===== src/rtl/accel_tilt_roll_pitch_defines.svh =====
// Assertion macros shared by the tilt block
`ifndef ACCEL_TILT_ROLL_PITCH_DEFINES_SVH
`define ACCEL_TILT_ROLL_PITCH_DEFINES_SVH
// implication checked on every clock edge outside reset
`define ATRP_ASSERT_IMP(label, clk, rst_n, a, c) \
  label: assert property (@(posedge clk) disable iff (!rst_n) (a) |-> (c)) \
    else $error("assertion failed");
// next-cycle implication checked outside reset
`define ATRP_ASSERT_NXT(label, clk, rst_n, a, c) \
  label: assert property (@(posedge clk) disable iff (!rst_n) (a) |=> (c)) \
    else $error("assertion failed");
`endif


===== src/rtl/atrp_pkg.sv =====
// Package: widths, CORDIC angle table and shared types for the tilt block
`timescale 1ns / 1ps
package atrp_pkg;
  localparam int SampleWidth = 16;
  localparam int AngleFracBits = 13;
  localparam int CordicStages = 16;
  localparam int GuardBits = 8;
  localparam int RollWidth = AngleFracBits + 3;
  localparam int PitchWidth = AngleFracBits + 2;
  // CORDIC datapath: sample plus guard plus growth
  localparam int DataWidth = SampleWidth + GuardBits + 3;
  localparam int AccWidth = 34;
  // square-root operand and result widths; keep the operand width even so
  // every step takes a whole bit pair
  localparam int SqWidth = 2 * SampleWidth + 2 + 2 * GuardBits;
  localparam int RootWidth = (SqWidth + 1) / 2;
  localparam int RootSteps = RootWidth;
  localparam int RootPerStage = 4;
  localparam int RootStages = (RootSteps + RootPerStage - 1) / RootPerStage;
  localparam int StageIdxW = $clog2(CordicStages + 1);

  localparam logic signed [AccWidth-1:0] PiQ30 = 34'sd3373259426;

  function automatic logic signed [AccWidth-1:0] atan_q30(input int i);
    logic [31:0] v;
    begin
      case (i)
        0: v = 32'h3243F6A8;   1: v = 32'h1DAC6705;   2: v = 32'h0FADBAFC;
        3: v = 32'h07F56EA6;   4: v = 32'h03FEAB76;   5: v = 32'h01FFD55B;
        6: v = 32'h00FFFAAA;   7: v = 32'h007FFF55;   8: v = 32'h003FFFEA;
        9: v = 32'h001FFFFD;   10: v = 32'h000FFFFF;  11: v = 32'h0007FFFF;
        12: v = 32'h0003FFFF;  13: v = 32'h0001FFFF;  14: v = 32'h0000FFFF;
        15: v = 32'h00007FFF;  16: v = 32'h00003FFF;  17: v = 32'h00001FFF;
        18: v = 32'h00000FFF;  19: v = 32'h000007FF;  20: v = 32'h000003FF;
        21: v = 32'h000001FF;  22: v = 32'h000000FF;  23: v = 32'h0000007F;
        default: v = 32'h0;
      endcase
      return $signed({2'b00, v});
    end
  endfunction

  typedef struct packed {
    logic signed [DataWidth-1:0] xs;
    logic signed [DataWidth-1:0] ys;
    logic signed [AccWidth-1:0] acc;
  } cordic_t;

  // side information travelling with each sample
  typedef struct packed {
    logic signed [SampleWidth-1:0] x;
    logic        yz_zero;
    logic        zero;
  } side_t;
endpackage


===== src/rtl/atrp_cordic_step.sv =====
// One vectoring CORDIC iteration, registered, with stall support
`timescale 1ns / 1ps
module atrp_cordic_step
  import atrp_pkg::*;
(
  input  logic                 clk,
  input  logic                 en,
  input  logic [StageIdxW-1:0] idx,
  input  cordic_t              d_in,
  output cordic_t              q_r
);
  cordic_t q_nxt;
  logic signed [DataWidth-1:0] dx, dy;
  logic signed [AccWidth-1:0] ang;

  always_comb begin
    dx = d_in.ys >>> idx;
    dy = d_in.xs >>> idx;
    ang = atan_q30(int'(idx));
    q_nxt = d_in;
    if (d_in.ys >= 0) begin
      q_nxt.xs = d_in.xs + dx;
      q_nxt.ys = d_in.ys - dy;
      q_nxt.acc = d_in.acc + ang;
    end else begin
      q_nxt.xs = d_in.xs - dx;
      q_nxt.ys = d_in.ys + dy;
      q_nxt.acc = d_in.acc - ang;
    end
  end

  always_ff @(posedge clk) begin
    if (en) q_r <= q_nxt;
  end
endmodule


===== config.mk =====
export PLATFORM = sky130hd
export DESIGN_NAME = atrp_cordic_step
export DESIGN_NICKNAME = d
export VERILOG_FILES = /design/src/rtl/accel_tilt_roll_pitch_defines.svh /design/src/rtl/atrp_pkg.sv /design/src/rtl/atrp_cordic_step.sv
export SDC_FILE = /design/constraint.sdc
export NUM_CORES = 1
export LEC_CHECK = 0
export BUFFER_PORTS_ARGS = -buffer_cell sky130_fd_sc_hd__clkbuf_2
export CORE_MARGIN = 4
export CORE_UTILIZATION = 33
export DETAILED_ROUTE_END_ITERATION = 6
export PLACE_DENSITY = 0.52
export SYNTH_ARGS = -nofsm -noshare
export SYNTH_HDL_FRONTEND = slang
export SYNTH_SLANG_ARGS = --single-unit

===== constraint.sdc =====
create_clock -name clk -period 8.9 [get_ports clk]
set_input_delay 1.78 -clock clk [delete_from_list [all_inputs] [get_ports clk]]
set_output_delay 1.78 -clock clk [all_outputs]
set_load 0.02 [all_outputs]

==> flow_summary.toml <==
[run_status]
outcome = "finished, final reports clean"

[timing]
max_freq_mhz = 130.9
tightest_slew_ns = 0.9982
setup_tns_ns = 0
min_period_over_period_pct = 85.82
finalSetupViolCount = 0
hold_viol_final = 0
fin_crit_ns = 7.638
rsz0062_at_grt = "no"
slew_headroom_pct = 33.21
maxSlewViolCount = 0

[place]
place.gp.congestion = 0.9346
placed_cell_area_sq_mm = 0.01365
portBuffers = 182
dp_hpwl_mm = 32.31

[floorplanning]
core_area_sq_mm = 0.03670
initial_core_util_pct = 33.51
fp.dieW_um = 201.0
row_count = 70
die-area_sq_mm = 0.04042
die_h_um = 201.0
ios = 183

[grt]
track_usage_pct = 19.90
antenna_found_initial = 0
overflow = 0
grt_pass1_wl_mm = 64.22
grt_max_degree = 57
grt_pass1_vias = 11210

[synthesis]
synth_top_area_share_pct = 21.49
synth_nets = 1506
yosysWarnings = 0
synth_ff_type = "edfxtp_1"
async_reset_ff_share_pct = 0
yosysUniqueCellTypes = 78
synth_area_leaders = "edfxtp_1 21%, mux4_2 14%, ha_1 9.8%, xnor2_1 6.0%, o21ai_0 4.1%"
synth_top_cell_by_area = "edfxtp_1"
synthCells = 1312
yosysSeqAreaShare_pct = 21.49
syn_area_sq_mm = 0.01230
synth_area_per_cell_sq_um = 9.373
synth_edf_count = 88
yosysMostFrequentCell = "o21ai_0"
synth.top_cells.by_count = "100 x o21ai_0, 99 x nor2_1, 96 x ha_1, 94 x nand2_1, 93 x a21oi_1"
ys_seq_elements = 88

[detailed_routing]
drt_iter0_markers = 1034
vias_per_cell = 5.911
drc = 0
ant_nets = 0
vias = 11400
wl_per_cell_um = 21.49
wl_mm = 41.45
drtPass1Iterations = 5

[power_and_ir_drop]
power_mw = 2.302
swShare_pct = 41.41
p_sw_mw = 0.9533
combPwrFrac_pct = 54.4
power_density_mw_per_mm2 = 164.9
clockPowerShare_pct = 17.9
peakVddDrop_mv = 0.1004
internal-power_mw = 1.349
p_leak_nw = 5.670
sequentialPowerShare_pct = 27.6

[clocking]
clk_pin_slew_worst_paths_ns = 0.06
numCtsBuffers = 9
clockRootBuffer = "clkbuf_16"
cts_tree = "done"
cts_max_level = 3
cts-hold-fix-buffers = 0
clockBufferDepth = 2
clkSinkCount = 88
cts_setup_buffers = 0
cts-resized-gates = 0

[cells_and_area]
top_register = "q_r"
nNetsFinal = 1650
drive_above_1_share_pct = 24.57
fin_area_sq_mm = 0.01396
syn2layout_area_growth_pct = 13.52
num-fill-cells = 3735
num_antenna_cells = 0
reg_top3 = "q_r x88"
largest_register_ffs = 88
multi_input_area_sq_mm = 0.009155
regArea_sq_mm = 0.002643

[worst_hold_path]
min_from = "d_in[0]"
hold_path.class = "input port to flip-flop"

[critical_path]
required_ns = 9.02
critPathLaunchType = "input port"
end_kind = "flip-flop"
setup.worst_path.start = "idx[0]"
path_max_fanout = 54
arrival_ns = 7.76
critPathKind = "input port to flip-flop"

[run]
max-cap-violations = 0
==> power groups by stage <==
stage	clock (mW)	sequential, mW	combinational (mW)
2_1_floorplan	0	0.780	0.748
3_3_place_gp	0	0.647	1.25
3_5_place_dp	0	0.647	1.25
4_1_cts	0.434	0.640	1.26
5_1_grt	0.450	0.648	1.37
6_report	0.413	0.636	1.25
==> layout by cell type (no fill, tap or decap), types with 53 or more instances in the layout <==
cell type	n
clkbuf_2	179
o21ai_0	100
nor2_1	99
ha_1	96
nand2_1	94
a21oi_1	93
edfxtp_1	88
xnor2_1	84
mux4_2	78
xor2_1	53
==> layout make-up <==
| cell class | instances | area share, % |
|---|---|---|
| Multi-Input combinational cell | 1111 | 65.58 |
| Sequential cell | 88 | 18.93 |
| Clock inverter | 6 | 0.6005 |
| Tap cell | 468 | 4.195 |
| Inverter | 42 | 1.129 |
| Timing Repair Buffer | 204 | 7.923 |
| Clock buffer | 10 | 1.640 |
==> logic make-up (layout without fill, tap and decap cells) <==
group           count (synthesis)  in the layout  share of synthesized area, %
flops                          88             88                         21.49
simple gates                  346            346                         13.61
buf+inv                       113            262                         4.100
mux                           147            147                         20.58
compound gates                382            382                         20.20
fa+ha+maj                      99             99                         10.26
xor+xnor                      137            137                         9.758
==> through the flow <==
stage,hold slack [ns],instances,utilization (%),setup slack (ns)
floorplan,1.893,1312,-,1.526
global placement,2.099,1913,37.19,1.008
detailed placement,2.100,1913,37.19,0.9071
CTS,1.706,1929,38.04,1.281
global route,1.720,1929,38.04,0.8224
finish,1.724,1929,38.04,1.262
==> layer usage <==
layer | wire length [um] | vias up | GRT usage [%]
li1 | - | 5339 | -
met1 | 17770 | 5556 | 26.25
met2 | 19570 | 436 | 32.41
met3 | 2929 | 72 | 4.507
met4 | 1178 | 0 | 6.588
met5 | 0 | - | 0
==> worst max-delay path, stage by stage <==
cell and delay [ns]:
buf_4 0.64, buf_4 0.44, mux4_2 0.58, mux4_2 0.49, nor4_1 0.28, a31oi_1 0.11
nand4bb_1 0.31, or4_4 0.61, nand2_1 0.10, xor2_1 0.18, ha_1 0.30, a21oi_1 0.13
o21ai_0 0.18, a21o_1 0.23, a311o_1 0.36, o221a_2 0.30, o41a_1 0.35, nand2b_1 0.11
a31oi_1 0.10, xor2_1 0.15
==> final timing paths <==
kind / endpoint / slack [ns] / depth (start not counted)
max: q_r[59] / 1.26 / 20
min: q_r[0] / 1.72 / 2
(Power assumes the default switching activity.)
