### src/rtl/accel_tilt_roll_pitch_defines.svh
// Assertion macros shared by the tilt block
`ifndef ACCEL_TILT_ROLL_PITCH_DEFINES_SVH
`define ACCEL_TILT_ROLL_PITCH_DEFINES_SVH
// implication checked on every clock edge outside reset
`define ATRP_ASSERT_IMP(label, clk, rst_n, a, c) \
  label: assert property (@(posedge clk) disable iff (!rst_n) (a) |-> (c)) \
    else $error("assertion failed");
// next-cycle implication checked outside reset
`define ATRP_ASSERT_NXT(label, clk, rst_n, a, c) \
  label: assert property (@(posedge clk) disable iff (!rst_n) (a) |=> (c)) \
    else $error("assertion failed");
`endif

### src/rtl/atrp_pkg.sv
// Package: widths, CORDIC angle table and shared types for the tilt block
`timescale 1ns / 1ps
package atrp_pkg;
  localparam int SampleWidth = 16;
  localparam int AngleFracBits = 13;
  localparam int CordicStages = 16;
  localparam int GuardBits = 8;
  localparam int RollWidth = AngleFracBits + 3;
  localparam int PitchWidth = AngleFracBits + 2;
  // CORDIC datapath: sample plus guard plus growth
  localparam int DataWidth = SampleWidth + GuardBits + 3;
  localparam int AccWidth = 34;
  // square-root operand and result widths; keep the operand width even so
  // every step takes a whole bit pair
  localparam int SqWidth = 2 * SampleWidth + 2 + 2 * GuardBits;
  localparam int RootWidth = (SqWidth + 1) / 2;
  localparam int RootSteps = RootWidth;
  localparam int RootPerStage = 4;
  localparam int RootStages = (RootSteps + RootPerStage - 1) / RootPerStage;
  localparam int StageIdxW = $clog2(CordicStages + 1);

  localparam logic signed [AccWidth-1:0] PiQ30 = 34'sd3373259426;

  function automatic logic signed [AccWidth-1:0] atan_q30(input int i);
    logic [31:0] v;
    begin
      case (i)
        0: v = 32'h3243F6A8;   1: v = 32'h1DAC6705;   2: v = 32'h0FADBAFC;
        3: v = 32'h07F56EA6;   4: v = 32'h03FEAB76;   5: v = 32'h01FFD55B;
        6: v = 32'h00FFFAAA;   7: v = 32'h007FFF55;   8: v = 32'h003FFFEA;
        9: v = 32'h001FFFFD;   10: v = 32'h000FFFFF;  11: v = 32'h0007FFFF;
        12: v = 32'h0003FFFF;  13: v = 32'h0001FFFF;  14: v = 32'h0000FFFF;
        15: v = 32'h00007FFF;  16: v = 32'h00003FFF;  17: v = 32'h00001FFF;
        18: v = 32'h00000FFF;  19: v = 32'h000007FF;  20: v = 32'h000003FF;
        21: v = 32'h000001FF;  22: v = 32'h000000FF;  23: v = 32'h0000007F;
        default: v = 32'h0;
      endcase
      return $signed({2'b00, v});
    end
  endfunction

  typedef struct packed {
    logic signed [DataWidth-1:0] xs;
    logic signed [DataWidth-1:0] ys;
    logic signed [AccWidth-1:0] acc;
  } cordic_t;

  // side information travelling with each sample
  typedef struct packed {
    logic signed [SampleWidth-1:0] x;
    logic        yz_zero;
    logic        zero;
  } side_t;
endpackage

### src/rtl/atrp_sqrt_stage.sv
// Several restoring square-root steps, registered
`timescale 1ns / 1ps
module atrp_sqrt_stage
  import atrp_pkg::*;
(
  input  logic                  clk,
  input  logic                  en,
  input  logic [5:0]            first_step,
  input  logic [SqWidth+1:0]    rem_in,
  input  logic [SqWidth-1:0]    op_in,
  input  logic [RootWidth-1:0]  root_in,
  output logic [SqWidth+1:0]    rem_r,
  output logic [SqWidth-1:0]    op_r,
  output logic [RootWidth-1:0]  root_r
);
  logic [SqWidth+1:0] rem_nxt, trial;
  logic [SqWidth-1:0] op_nxt;
  logic [RootWidth-1:0] root_nxt;

  // classic digit-by-digit: bring in two bits, try 4*root+1
  always_comb begin
    rem_nxt = rem_in;
    op_nxt = op_in;
    root_nxt = root_in;
    trial = '0;
    for (int k = 0; k < RootPerStage; k++) begin
      if (int'(first_step) + k < RootSteps) begin
        rem_nxt = {rem_nxt[SqWidth-1:0], op_nxt[SqWidth-1 -: 2]};
        op_nxt = {op_nxt[SqWidth-3:0], 2'b00};
        trial = (SqWidth+2)'({root_nxt, 2'b01});
        if (rem_nxt >= trial) begin
          rem_nxt = rem_nxt - trial;
          root_nxt = {root_nxt[RootWidth-2:0], 1'b1};
        end else begin
          root_nxt = {root_nxt[RootWidth-2:0], 1'b0};
        end
      end
    end
  end

  always_ff @(posedge clk) begin
    if (en) begin
      rem_r <= rem_nxt;
      op_r <= op_nxt;
      root_r <= root_nxt;
    end
  end
endmodule

### config.mk
export PLATFORM = sky130hd
export DESIGN_NAME = atrp_sqrt_stage
export DESIGN_NICKNAME = d
export VERILOG_FILES = /design/src/rtl/accel_tilt_roll_pitch_defines.svh /design/src/rtl/atrp_pkg.sv /design/src/rtl/atrp_sqrt_stage.sv
export SDC_FILE = /design/constraint.sdc
export NUM_CORES = 1
export LEC_CHECK = 0
export BUFFER_PORTS_ARGS = -buffer_cell sky130_fd_sc_hd__buf_2
export CORE_MARGIN = 8
export CORE_UTILIZATION = 40
export CTS_BUF_LIST = sky130_fd_sc_hd__clkbuf_4 sky130_fd_sc_hd__clkbuf_8
export CTS_CLUSTER_DIAMETER = 30
export DETAILED_ROUTE_END_ITERATION = 8
export PLACE_DENSITY = 0.57
export SLEW_MARGIN = 25
export SYNTH_ARGS = -nofsm -noshare
export SYNTH_HDL_FRONTEND = slang
export SYNTH_SLANG_ARGS = --single-unit
### constraint.sdc
create_clock -name clk -period 26 [get_ports clk]
set_input_delay 6.5 -clock clk [delete_from_list [all_inputs] [get_ports clk]]
set_output_delay 6.5 -clock clk [all_outputs]
set_load 0.01 [all_outputs]
==> qor.yml, run 1 <==
status: "complete, no violations"
seq_area_frac_synth_pct: 19.3
overflow: 0
period_minus_slack_ns: 21.68
die_h_um: 238
ys_types: 107
drt_iter0_drc: 2166
core.rowCount: 81
ant_nets: 0
cap_violations: 0
cellPowerDensity_nw_per_um2: 64.6
ys.flop_type: "edfxtp_1"
chipWidth_um: 238
drt_wl_total_mm: 80.9
cts_hold_buf: 0
avgViaCountPerCell: 6.19
hp-class: "in2reg"
synth_cells: 2733
hold_path_startpoint: "op_in[0]"
cts_root_buf: "clkbuf_8"
syn-num-nets: 2977
dr.pass1.iters: 6
post_cts_buffers: 0
cts_buffers: 17
gp_congestion: 0.964
globalRouteTotalUtil_pct: 27.1
arrival_ns: 21.99
p_leak_nw: 8.91
synth_warnings: 0
whs_path_depth: 3
fin_util_pct: 44.8
dieArea_um2: 56700
synth-async-reset-ratio_pct: 0
synth.avg_cell_area_um2: 7.23
hpwl_mm: 65.3
post_drt_wl_per_cell_um: 22.8
io_pins: 262
drive_above_1_share_pct: 13.8
num-nets-final: 3114
tns_ns: 0
area_growth_syn_to_layout_pct: 10.9
design.core.area_um2: 48800
crit_path_frequent_cell: "o21ai_0"
vdd_drop_max_mv: 0.0314
cts_sinks: 127
period_share_pct: 83.4
worst-path-max-fanout: 38
rsz0062_at_grt: "no"
grt_max_degree: 93
grt_pass1_wl_mm: 123
cp.buffers_inverters: 5
setup_viol_count_final: 0
slew_headroom_pct: 27.2
cts_htree_levels: 4
synth_edf_count: 127
hold_violations: 0
max_freq_mhz: 46.1
setup.worst_path.class: "in2reg"
synth_seq_cells: 127
first_global_vias: 20579
antenna_found_initial: 3
num_vias: 21960
cts_buffer_depth: 2
cp-start-kind: "input pin"
max_stage_delay_ns: 0.79
slowest_stage: "nor4_1"
cts_tree: "built"
drv_slew: 0
cp.required_ns: 26.31
end_kind: "flip-flop"
synth_area_um2: 19800
cpLargestDelayFamily: "simple AND/OR/NAND/NOR gates"
drc: 0
post_cts_resized: 0
clk_pin_slew_worst_paths_ns: 0.07
port_buffers: 261
holdPathEnd: "op_r[0]"
initial_core_util_pct: 40.4
tightest_slew_ns: 1.08
## sequential cells by signal, indices dropped and copies added, names as in the netlist
name / count
root_r: 25
op_r: 50
rem_r: 52
## worst max path at each step
stage | startpoint | end | slack (ns) | cells past startpoint
2_1_floorplan | first_step[0] | rem_r[26] | 4.65 | 67
3_3_place_gp | root_in[13] | rem_r[43] | 4.48 | 57
3_5_place_dp | root_in[13] | rem_r[27] | 4.30 | 58
4_1_cts | rem_in[38] | rem_r[27] | 4.77 | 56
5_1_grt | rem_in[38] | rem_r[27] | 3.43 | 56
6_report | rem_in[38] | rem_r[43] | 4.32 | 53
## cell usage in the layout (no fill, tap or decap), types with 11 or more instances in the layout
master,Yosys,final
nor4_1,30,30
and2_1,30,30
nand2_1,296,296
nand2b_1,27,27
a21o_1,47,46
o22ai_1,44,44
o31a_1,14,13
mux2i_1,149,149
o21a_1,31,30
xnor2_1,84,84
and3_1,21,21
ha_1,109,109
inv_1,95,95
a41oi_1,11,11
buf_2,13,260
nor2b_1,16,16
or3_1,24,24
nor3_1,105,104
a21oi_1,259,258
nand4_1,50,50
buf_4,4,30
a31oi_1,68,68
edfxtp_1,127,127
o21ai_0,180,180
nand3_1,56,56
xor2_1,58,58
clkbuf_8,0,17
o31ai_1,20,19
o211ai_1,20,20
or2_2,17,17
o21bai_1,13,12
nor2_1,308,307
a31o_2,16,16
a211oi_1,31,31
and4_1,11,11
## routing by layer
| metal | up-vias | wire length [µm] | part of all wire [%] | track usage, % |
|---|---|---|---|---|
| li1 | 10485 | - | - | - |
| met1 | 10469 | 36200 | 45 | 36.4 |
| met2 | 891 | 36700 | 45 | 44.2 |
| met3 | 113 | 5550 | 6.9 | 4.06 |
| met4 | 2 | 2530 | 3.1 | 8.97 |
| met5 | - | 12 | 0.015 | 0 |
## worst min-delay path: stages
cell and delay (ns):
buf_2 0.13, nand2_1 0.08, nor2_1 0.04
## final cells by class
| type | instances | area (µm²) |
|---|---|---|
| Antenna cell | 4 | 10.0 |
| Clock buffer | 19 | 249 |
| Clock inverter | 12 | 138 |
| Fill cell | 5106 | 26900 |
| Inverter | 95 | 357 |
| Multi-Input combinational cell | 2337 | 15000 |
| Sequential cell | 127 | 3810 |
| Tap cell | 664 | 831 |
| Timing Repair Buffer | 292 | 1550 |
## synth_stat cells (all sizes together) (31+ instances only)
cell type  instances  area [µm²]
ha               109        1360
inv               95         357
nor2             309        1160
mux2i            149        1490
a211oi            31         233
nor3             107         552
buf               37         178
xor2              58         508
a31oi             68         425
clkbuf           137         514
o21ai            192         965
nor4              31         200
o22ai             45         288
nand3             56         280
xnor2             84         736
edfxtp           127        3810
nand2            297        1120
a21o              47         353
a21oi            260        1310
o21a              31         233
nand4             51         334
## cells by family (layout without fill, tap and decap cells)
family,count (synthesis),in the layout,synth area share (%)
other,0,4,0
flip-flops,127,127,19.3
XOR/XNOR,142,142,6.30
buffers and inverters,269,418,5.31
AO/OA/AOI/OAI,886,886,28.8
AND/OR/NAND/NOR,1046,1046,25.6
multiplexers,152,152,7.72
adder cells (fa/ha/maj),111,111,7.01
## report_power, final
part,internal (W),switching [W]
sequential,0.000281,0.0000122
clock,0.0000871,0.0000858
combinational,0.000345,0.000604
## metrics by stage
stage | total power, W | hold slack, ns | setup slack (ns) | std cells | cell area, µm²
after global routing | 0.00152 | 6.45 | 3.43 | 3548 | 21900
after detailed placement | 0.00123 | 6.91 | 4.30 | 3515 | 21500
final | 0.00141 | 6.46 | 4.32 | 3550 | 21900
after CTS | 0.00140 | 6.42 | 4.77 | 3546 | 21900
after global placement | 0.00122 | 6.91 | 4.48 | 3515 | 21500
after floorplan | 0.000946 | 6.61 | 4.65 | 2733 | 19800
Power figures use the tool's default switching activity.
==> run 2: changes to the inputs <==
--- a/config.mk
+++ b/config.mk
@@ -5,13 +5,14 @@
 export SDC_FILE = /design/constraint.sdc
 export NUM_CORES = 1
 export LEC_CHECK = 0
+export ABC_AREA = 1
 export BUFFER_PORTS_ARGS = -buffer_cell sky130_fd_sc_hd__buf_2
 export CORE_MARGIN = 8
 export CORE_UTILIZATION = 40
 export CTS_BUF_LIST = sky130_fd_sc_hd__clkbuf_4 sky130_fd_sc_hd__clkbuf_8
 export CTS_CLUSTER_DIAMETER = 30
 export DETAILED_ROUTE_END_ITERATION = 8
-export PLACE_DENSITY = 0.57
+export PLACE_DENSITY = 0.56
 export SLEW_MARGIN = 25
 export SYNTH_ARGS = -nofsm -noshare
 export SYNTH_HDL_FRONTEND = slang
==> constraint.sdc (replaced) <==
create_clock -name clk -period 21.4 [get_ports clk]
set_input_delay 5.35 -clock clk [delete_from_list [all_inputs] [get_ports clk]]
set_output_delay 5.35 -clock clk [all_outputs]
set_load 0.01 [all_outputs]
==> qor.yml, run 2 <==
dieArea_um2: 66600
cts_sinks: 127
vdd_drop_max_mv: 0.0498
syn-num-nets: 4438
ys_types: 61
overflow: 0
drive_above_1_share_pct: 11.0
gp_congestion: 1.05
max_freq_mhz: 54.8
die_h_um: 258
p_leak_nw: 13.1
hpwl_mm: 87.2
crit_path_start: "rem_in[9]"
slew_headroom_pct: 22.6
initial_core_util_pct: 40.6
hold_violations: 0
seq_area_frac_synth_pct: 16.3
tightest_slew_ns: 1.15
first_global_vias: 26714
synth_area_leaders: "nand2_1, edfxtp_1, inv_1"
setup.worst_path.class: "in2reg"
cts_tree: "built"
synth_compound_area_share_pct: 15.0
synth_warnings: 0
area_growth_syn_to_layout_pct: 9.42
final_area_um2: 25700
cts_hold_buf: 0
final_cell_mix: "nand2_1, inv_1, nor2_1"
crit_path_frequent_cell: "nand2_1"
ys.flop_type: "edfxtp_1"
period_share_pct: 85.3
tns_ns: 0
max_stage_delay_ns: 0.62
design.core.area_um2: 57800
num-fill-cells: 6596
hold_path_startpoint: "op_in[0]"
dr.pass1.iters: 8
worst-path-max-fanout: 49
largestRegisters: "rem_r: 52 flops, op_r: 50 flops, root_r: 25 flops"
slowest_stage: "a221oi_1"
regMostFlops: "rem_r"
hp-class: "in2reg"
arrival_ns: 18.46
final_common_cell: "nand2_1"
grt_max_degree: 98
antenna_found_initial: 4
chipWidth_um: 258
yosysTopAreaCellShare_pct: 22.9
synth-async-reset-ratio_pct: 0
yosysMostFrequentCell: "nand2_1"
rsz0062_at_grt: "no"
yosys.area.top_type: "nand2_1"
synth.avg_cell_area_um2: 5.59
cp-start-kind: "input pin"
muxShareOfSynthArea_pct: 1.84
total_power_w: 0.00204
num_vias: 27812
port_buffers: 261
globalRouteTotalUtil_pct: 30.0
dp_slack_ns: 2.84
synthAdderAreaFrac_pct: 5.82
largest_reg_flops: 52
synth_cells: 4194
cts_buffers: 17
drt_iter0_drc: 2284
synth_top_family_by_area: "simple AND/OR/NAND/NOR gates"
cp.required_ns: 21.62
drt_wl_total_mm: 104
cellPowerDensity_nw_per_um2: 79.4
period_minus_slack_ns: 18.24
setup_viol_count_final: 0
core.rowCount: 88
io_pins: 262
cts_root_buf: "clkbuf_8"
synth_seq_cells: 127
synth_edf_count: 127
grt_pass1_wl_mm: 157
synthTopCellsByCount: "nand2_1, inv_1, nor2_1, nand3_1, o21ai_0"
yosys.area_share.xor_xnor_pct: 4.30
ant_nets: 0
num-nets-final: 4607
status: "complete, no violations"
avgViaCountPerCell: 5.41
yosys.area_share.simple_pct: 44.3
post_drt_wl_per_cell_um: 20.2
end_kind: "flip-flop"
cts_htree_levels: 4
post_cts_buffers: 0
cts_buffer_depth: 2
post_cts_resized: 0
worst_slack_ns: 3.16
cap_violations: 0
clk_pin_slew_worst_paths_ns: 0.10
drc: 0
synth_area_um2: 23400
drv_slew: 0
placed_cell_area_um2: 25300
run 2: changes by cell type after synthesis, sizes merged, moves of 84 or more:
cell	delta
nor2	+129
inv	+523
a21oi	-84
nand3	+262
mux2i	-106
o21ai	+102
nand2	+1156
run 2: final cells by class:
| cell class | instances | area (µm²) | share of cell area, % |
|---|---|---|---|
| Inverter | 621 | 2330 | 9.09 |
| Sequential cell | 127 | 3810 | 14.9 |
| Clock buffer | 17 | 234 | 0.912 |
| Antenna cell | 2 | 5.00 | 0.0195 |
| Clock inverter | 15 | 149 | 0.580 |
| Timing Repair Buffer | 279 | 1450 | 5.64 |
| Tap cell | 765 | 957 | 3.73 |
| Multi-Input combinational cell | 3317 | 16700 | 65.2 |
run 2: kinds of logic (layout without fill, tap and decap cells):
group / Yosys count / in the layout
and+or+nand+nor: 2427 / 2427
DFF: 127 / 127
adders and majority gates: 109 / 109
other: 0 / 2
xor gates and xnor gates: 115 / 115
muxes: 43 / 43
buffers and inverters: 750 / 932
AOI/OAI and AO/OA: 623 / 623
run 2: worst paths after layout:
kind / to / slack (ns) / cells after the start
max: rem_r[19] / 3.16 / 65
min: op_r[0] / 5.35 / 5
run 2: metal layers:
layer  up-vias  GRT usage [%]  share of wire (%)
met3       190           3.60                6.0
li1      13864              -                  -
met4         2           12.3                4.5
met1     12759           37.7                 42
met5         -              0              0.013
met2       997           51.8                 47
run 2: metrics by stage:
step	instances	util [%]	hold WS (ns)
after floorplan	4194	-	5.46
after global placement	5109	43.7	5.76
after detailed placement	5109	43.7	5.76
after CTS	5141	44.4	5.31
after global routing	5143	44.4	5.34
final	5143	44.4	5.35
run 2: power breakdown:
group          internal [W]  switching [W]
logic              0.000450        0.00101
registers          0.000344      0.0000208
clock network     0.0000860       0.000127
total              0.000880        0.00116
run 2: worst max-delay path: cells and delay by family:
kind | cells | cell delay, ns
compound gates | 10 | 2.85
fa+ha+maj | 4 | 1.51
buf+inv | 13 | 2.35
simple gates | 38 | 6.28
